### src/hdl/unsorted_min_priority_queue_assert.svh
// assertion macros for the unsorted min priority queue
// no dependencies; taken by include in the top module, which checks itself
`ifndef UNSORTED_MIN_PRIORITY_QUEUE_ASSERT_SVH
`define UNSORTED_MIN_PRIORITY_QUEUE_ASSERT_SVH
`ifndef NO_ASSERTIONS
// clocked check, off while reset is held
`define UMPQ_ASSERT(lbl, clk, rstn, prop) \
    lbl: assert property (@(posedge clk) disable iff (!(rstn)) (prop)) \
        else $error("umpq check failed");
// clocked check, also active during reset
`define UMPQ_ASSERT_ALWAYS(lbl, clk, prop) \
    lbl: assert property (@(posedge clk) (prop)) else $error("umpq check failed");
`else
`define UMPQ_ASSERT(lbl, clk, rstn, prop)
`define UMPQ_ASSERT_ALWAYS(lbl, clk, prop)
`endif
`endif

### src/hdl/umpq_pkg.sv
// types and constants of the unsorted min priority queue
// no dependencies
`timescale 1ns / 1ps
package umpq_pkg;

    localparam int DEPTH_DEFAULT = 64;

    typedef enum logic [1:0] {
        REQ_ENQ = 2'd0,
        REQ_DEQ = 2'd1,
        REQ_CHG = 2'd2,
        REQ_CLR = 2'd3
    } t_req;

    localparam logic [1:0] STATUS_OK    = 2'd0;
    localparam logic [1:0] STATUS_EMPTY = 2'd1;
    localparam logic [1:0] STATUS_FULL  = 2'd2;

    typedef enum logic [1:0] {
        OP_NONE,
        OP_LOAD,
        OP_SHIFT,
        OP_LOWER
    } t_cell_op;

    typedef enum logic [2:0] {
        ST_IDLE,
        ST_SCAN,
        ST_APPLY,
        ST_SETTLE,
        ST_OUT
    } t_state;

    // command broadcast to every cell
    typedef struct packed {
        t_cell_op           op;
        logic        [31:0] tag;
        logic signed [31:0] prio;
    } t_cell_cmd;

    // running scan result handed from cell to cell
    typedef struct packed {
        logic               has_min;
        logic        [31:0] min_tag;
        logic signed [31:0] min_prio;
        logic               hit;
    } t_carry;

endpackage

### src/hdl/umpq_cell.sv
// one slot of the queue: holds an entry and adds it to the running scan
// depends on umpq_pkg
`timescale 1ns / 1ps
module umpq_cell #(
    parameter int DEPTH = 64,
    parameter int IW    = 6,
    parameter int CW    = 7,
    parameter int IDX   = 0
) (
    input  logic                  i_clk,
    input  umpq_pkg::t_cell_cmd   i_cmd,
    input  logic [IW-1:0]         i_sel,
    input  logic [CW-1:0]         i_count,
    input  logic [31:0]           i_key,
    input  logic [31:0]           i_nxt_tag,
    input  logic signed [31:0]    i_nxt_prio,
    input  umpq_pkg::t_carry      i_carry,
    input  logic [IW-1:0]         i_min_idx,
    input  logic [IW-1:0]         i_hit_idx,
    output logic [31:0]           o_tag,
    output logic signed [31:0]    o_prio,
    output umpq_pkg::t_carry      o_carry,
    output logic [IW-1:0]         o_min_idx,
    output logic [IW-1:0]         o_hit_idx
);
    import umpq_pkg::*;

    localparam logic [IW-1:0] MY_IDX  = IW'(IDX);
    localparam logic [CW-1:0] MY_CNT  = CW'(IDX);
    localparam logic [CW-1:0] NXT_CNT = CW'(IDX + 1);

    logic [31:0]        r_tag;
    logic signed [31:0] r_prio;
    t_carry             r_carry, n_carry;
    logic [IW-1:0]      r_min_idx, n_min_idx;
    logic [IW-1:0]      r_hit_idx, n_hit_idx;
    logic               w_occ;

    assign w_occ = (MY_CNT < i_count);

    // fold this slot into the scan
    always_comb begin
        n_carry   = i_carry;
        n_min_idx = i_min_idx;
        n_hit_idx = i_hit_idx;
        if (w_occ && (!i_carry.has_min || (r_prio < i_carry.min_prio))) begin
            n_carry.has_min  = 1'b1;
            n_carry.min_tag  = r_tag;
            n_carry.min_prio = r_prio;
            n_min_idx        = MY_IDX;
        end
        if (w_occ && !i_carry.hit && (r_tag == i_key)) begin
            n_carry.hit = 1'b1;
            n_hit_idx   = MY_IDX;
        end
    end

    always_ff @(posedge i_clk) begin
        r_carry   <= n_carry;
        r_min_idx <= n_min_idx;
        r_hit_idx <= n_hit_idx;
    end

    // slot contents
    always_ff @(posedge i_clk) begin
        unique case (i_cmd.op)
            OP_LOAD: begin
                if (i_sel == MY_IDX) begin
                    r_tag  <= i_cmd.tag;
                    r_prio <= i_cmd.prio;
                end
            end
            OP_SHIFT: begin
                if ((MY_IDX >= i_sel) && (NXT_CNT < i_count)) begin
                    r_tag  <= i_nxt_tag;
                    r_prio <= i_nxt_prio;
                end
            end
            OP_LOWER: begin
                if ((i_sel == MY_IDX) && (i_cmd.prio < r_prio)) begin
                    r_prio <= i_cmd.prio;
                end
            end
            default: begin
            end
        endcase
    end

    assign o_tag     = r_tag;
    assign o_prio    = r_prio;
    assign o_carry   = r_carry;
    assign o_min_idx = r_min_idx;
    assign o_hit_idx = r_hit_idx;
endmodule

### config.mk
export PLATFORM = sky130hd
export DESIGN_NAME = umpq_cell
export DESIGN_NICKNAME = d
export VERILOG_FILES = /design/src/hdl/unsorted_min_priority_queue_assert.svh /design/src/hdl/umpq_pkg.sv /design/src/hdl/umpq_cell.sv
export SDC_FILE = /design/constraint.sdc
export NUM_CORES = 1
export LEC_CHECK = 0
export BUFFER_PORTS_ARGS = -buffer_cell sky130_fd_sc_hd__buf_2
export CAP_MARGIN = 10
export CORE_ASPECT_RATIO = 0.5
export CORE_MARGIN = 2
export CORE_UTILIZATION = 23
export CTS_CLUSTER_DIAMETER = 120
export DETAILED_ROUTE_END_ITERATION = 8
export PLACE_DENSITY = 0.52
export SLEW_MARGIN = 0
export SYNTH_ARGS = -nofsm -noshare
export SYNTH_HDL_FRONTEND = slang
export SYNTH_SLANG_ARGS = --single-unit
### constraint.sdc
create_clock -name i_clk -period 7.47 [get_ports i_clk]
set_input_delay 1.8675 -clock i_clk [delete_from_list [all_inputs] [get_ports i_clk]]
set_output_delay 1.8675 -clock i_clk [all_outputs]
set_load 0.05 [all_outputs]
==> qor.txt <==
Mapped Area -> 0.00713 mm²
Max-slew headroom -> 30.5%
DIE HEIGHT -> 129 µm
most common cell after layout, fill and taps aside -> buf_2
RD Place Congestion -> 0.877
VDD IR max -> 108 µV
DRC -> 0
P_leak -> 4.97 nW
actual slew at the worst max-slew pin -> 1.04 ns
share of the synthesized area in the top cell type -> 26.9%
total number of vias -> 5987
Mean Syn Cell Area -> 12.1 µm²
placed instance area -> 0.00958 mm²
count of different cell masters after synthesis -> 40
Slew Viols, Final -> 0
Mapped Nets -> 908
Required @ worst endpoint -> 7.79 ns
Slowest cell on crit path -> a32oi_4
hold wc startpoint -> o_tag[13]
metal2 WL -> 13300 µm
largest area contributor in the netlist -> edfxtp_1
Crit. Startpoint -> i_carry[2]
routed wl met3 -> 871 µm
Final Hold Fails -> 0
cts bufs inserted -> 17
fillers -> 3130
worst hold path type -> flip-flop to flip-flop
Detail Route Antenna Nets -> 0
Yosys warnings -> 0
startpoint types -> input pin
post-route cell area -> 0.0102 mm²
asr flop ratio synth -> 0%
fin crit share -> 61.6%
Tmin final -> 4.60 ns
most frequent cells in the layout -> 395 x buf_2, 78 x dfxtp_1, 66 x inv_1
top routing layer in use -> met4
CP Max Fanout -> 50
vias in the first global route -> 6098
initial antenna violation count -> 2
Final Skew -> 0.00882 ns
Max Cap Viol -> 0
Most used DFF post-synth -> dfxtp_1
area grow syn2layout -> 42.7%
root buffer cell -> clkbuf_16
DRT met1 WL -> 10600 µm
fmax -> 217 MHz
sequential share of the synthesized area -> 48.8%
Worst path max stage delay -> 0.81 ns
CTS H-tree depth -> 4
largest net degree at the start of global routing -> 67
EDFF count, synth -> 64
Avg WL per Cell -> 18.0 µm
row cnt -> 45
layout cells sized above 1 -> 49.5%
core area -> 0.0304 mm²
launching point of the worst reg2reg path -> o_prio[1]
clock latency on the worst-skew pair -> 0.44 ns
router iterations before antenna repair -> 4
Routed WL -> 25300 µm
clock buffer depth -> 2
Die X-Extent -> 253 µm
synthesis-stage register bit count -> 142
setup violators final -> 0
Worst setup EP type -> flip-flop
cts hold-fix bufs -> 0
first-pass GRT wire length -> 35800 µm
outcome -> finished, final reports clean
PortBufs -> 395
Final HPWL DP -> 20400 µm
CP Class -> input pin to flip-flop
TNS Setup -> 0 ns
crit path DAT -> 4.92 ns
Final nets -> 1310
PostCTS Resize Cnt -> 0
initial core utilization -> 23.5%
vias per cell -> 4.26
Initial DRC Count -> 241
cells along the critical path -> buf_2 > inv_1 > ha_1 > a2111oi_0 > o21ai_0 > a211o_1 > a32oi_4 > buf_12 > mux2_1
clock sink count -> 142
largest cells by area after synthesis -> edfxtp_1 27%, dfxtp_1 22%, ha_1 11%
I/O pin total -> 396
Post-CTS Setup Bufs -> 0
RSZ-0062 raised after global routing -> false
CTS tree -> yes
Hold WS -> 0.540 ns
pwr dens -> 267 mW/mm²
total die area -> 0.0325 mm²
Remaining Overflow, GRT -> 0
Overall Global Routing Usage -> 15.1%
Mapped Cells -> 589
clock-pin slew on the worst setup and hold paths -> 0.06 ns
[report_power, final]
part | switching [mW] | leakage (nW) | internal, mW
logic | 0.605 | 3.41 | 0.257
clock network | 0.360 | 0.305 | 0.503
registers | 0.0602 | 1.26 | 0.930
[critical path, delay by kind of cell]
| kind | cells | cell delay, ns |
|---|---|---|
| AO/OA/AOI/OAI | 4 | 1.83 |
| buffers and inverters | 3 | 0.49 |
| multiplexers | 1 | 0.36 |
| adder cells (fa/ha/maj) | 1 | 0.27 |
[path summary, 6_finish.rpt]
path         cells after the start  slack [ns]          end
max reg2reg                      7        3.99   o_carry[1]
min                              1        0.54  o_carry[46]
max                              9        2.87   o_carry[1]
min reg2reg                      1        0.54  o_carry[46]
[per-layer routing]
| layer | up-vias | global-route usage (%) |
|---|---|---|
| li1 | 2925 | - |
| met1 | 2913 | 17.7 |
| met2 | 118 | 27.1 |
| met3 | 31 | 3.50 |
| met4 | 0 | 5.60 |
| met5 | - | 0 |
[kinds of logic after synthesis]
group	count (synthesis)	share of synthesized area, %
DFF	142	48.8
muxes	128	19.7
and+or+nand+nor	86	6.56
buffers and inverters	80	4.58
adders and majority gates	65	11.4
AOI/OAI and AO/OA	56	5.03
xor gates and xnor gates	32	3.93
[per-stage QoR]
| stage | std cells | total power, mW | util, % | setup slack (ns) |
|---|---|---|---|---|
| 6_report | 1405 | 2.72 | 33.5 | 2.87 |
| 2_1_floorplan | 589 | 1.60 | - | 3.63 |
| 3_3_place_gp | 1371 | 1.87 | 31.5 | 2.52 |
| 3_5_place_dp | 1371 | 1.88 | 31.5 | 2.39 |
| 4_1_cts | 1403 | 2.75 | 33.5 | 2.84 |
| 5_1_grt | 1405 | 2.84 | 33.5 | 2.73 |
[state kept, by name, summed over array words and instances (netlist names)]
signal,cells
o_prio,32
o_carry,66
o_hit_idx,6
o_min_idx,6
o_tag,32
[cell type report]
class / count / area, µm² / area share (%)
well taps: 399 / 499 / 4.90
inverters: 66 / 248 / 2.43
clock inverters: 11 / 70.1 / 0.688
diodes: 2 / 5.00 / 0.0492
clock buffers: 21 / 526 / 5.16
repair buffers: 397 / 2000 / 19.7
flip-flops and latches: 142 / 3480 / 34.2
multi-input cells: 367 / 3350 / 32.9
[synthesized netlist by cell type (5+ instances only)]
cell type / instances
mux2_2: 64
a21oi_1: 21
nand2_1: 13
ha_1: 65
nor3_1: 5
nor2b_1: 13
nor4_1: 7
nand4_1: 15
edfxtp_1: 64
xor2_1: 20
a21o_1: 6
o21ai_0: 10
clkbuf_1: 7
nor2_1: 13
mux2_1: 33
inv_1: 66
nand2b_1: 5
xnor2_1: 12
buf_4: 7
mux2i_1: 31
dfxtp_1: 78
(Power assumes the default switching activity.)
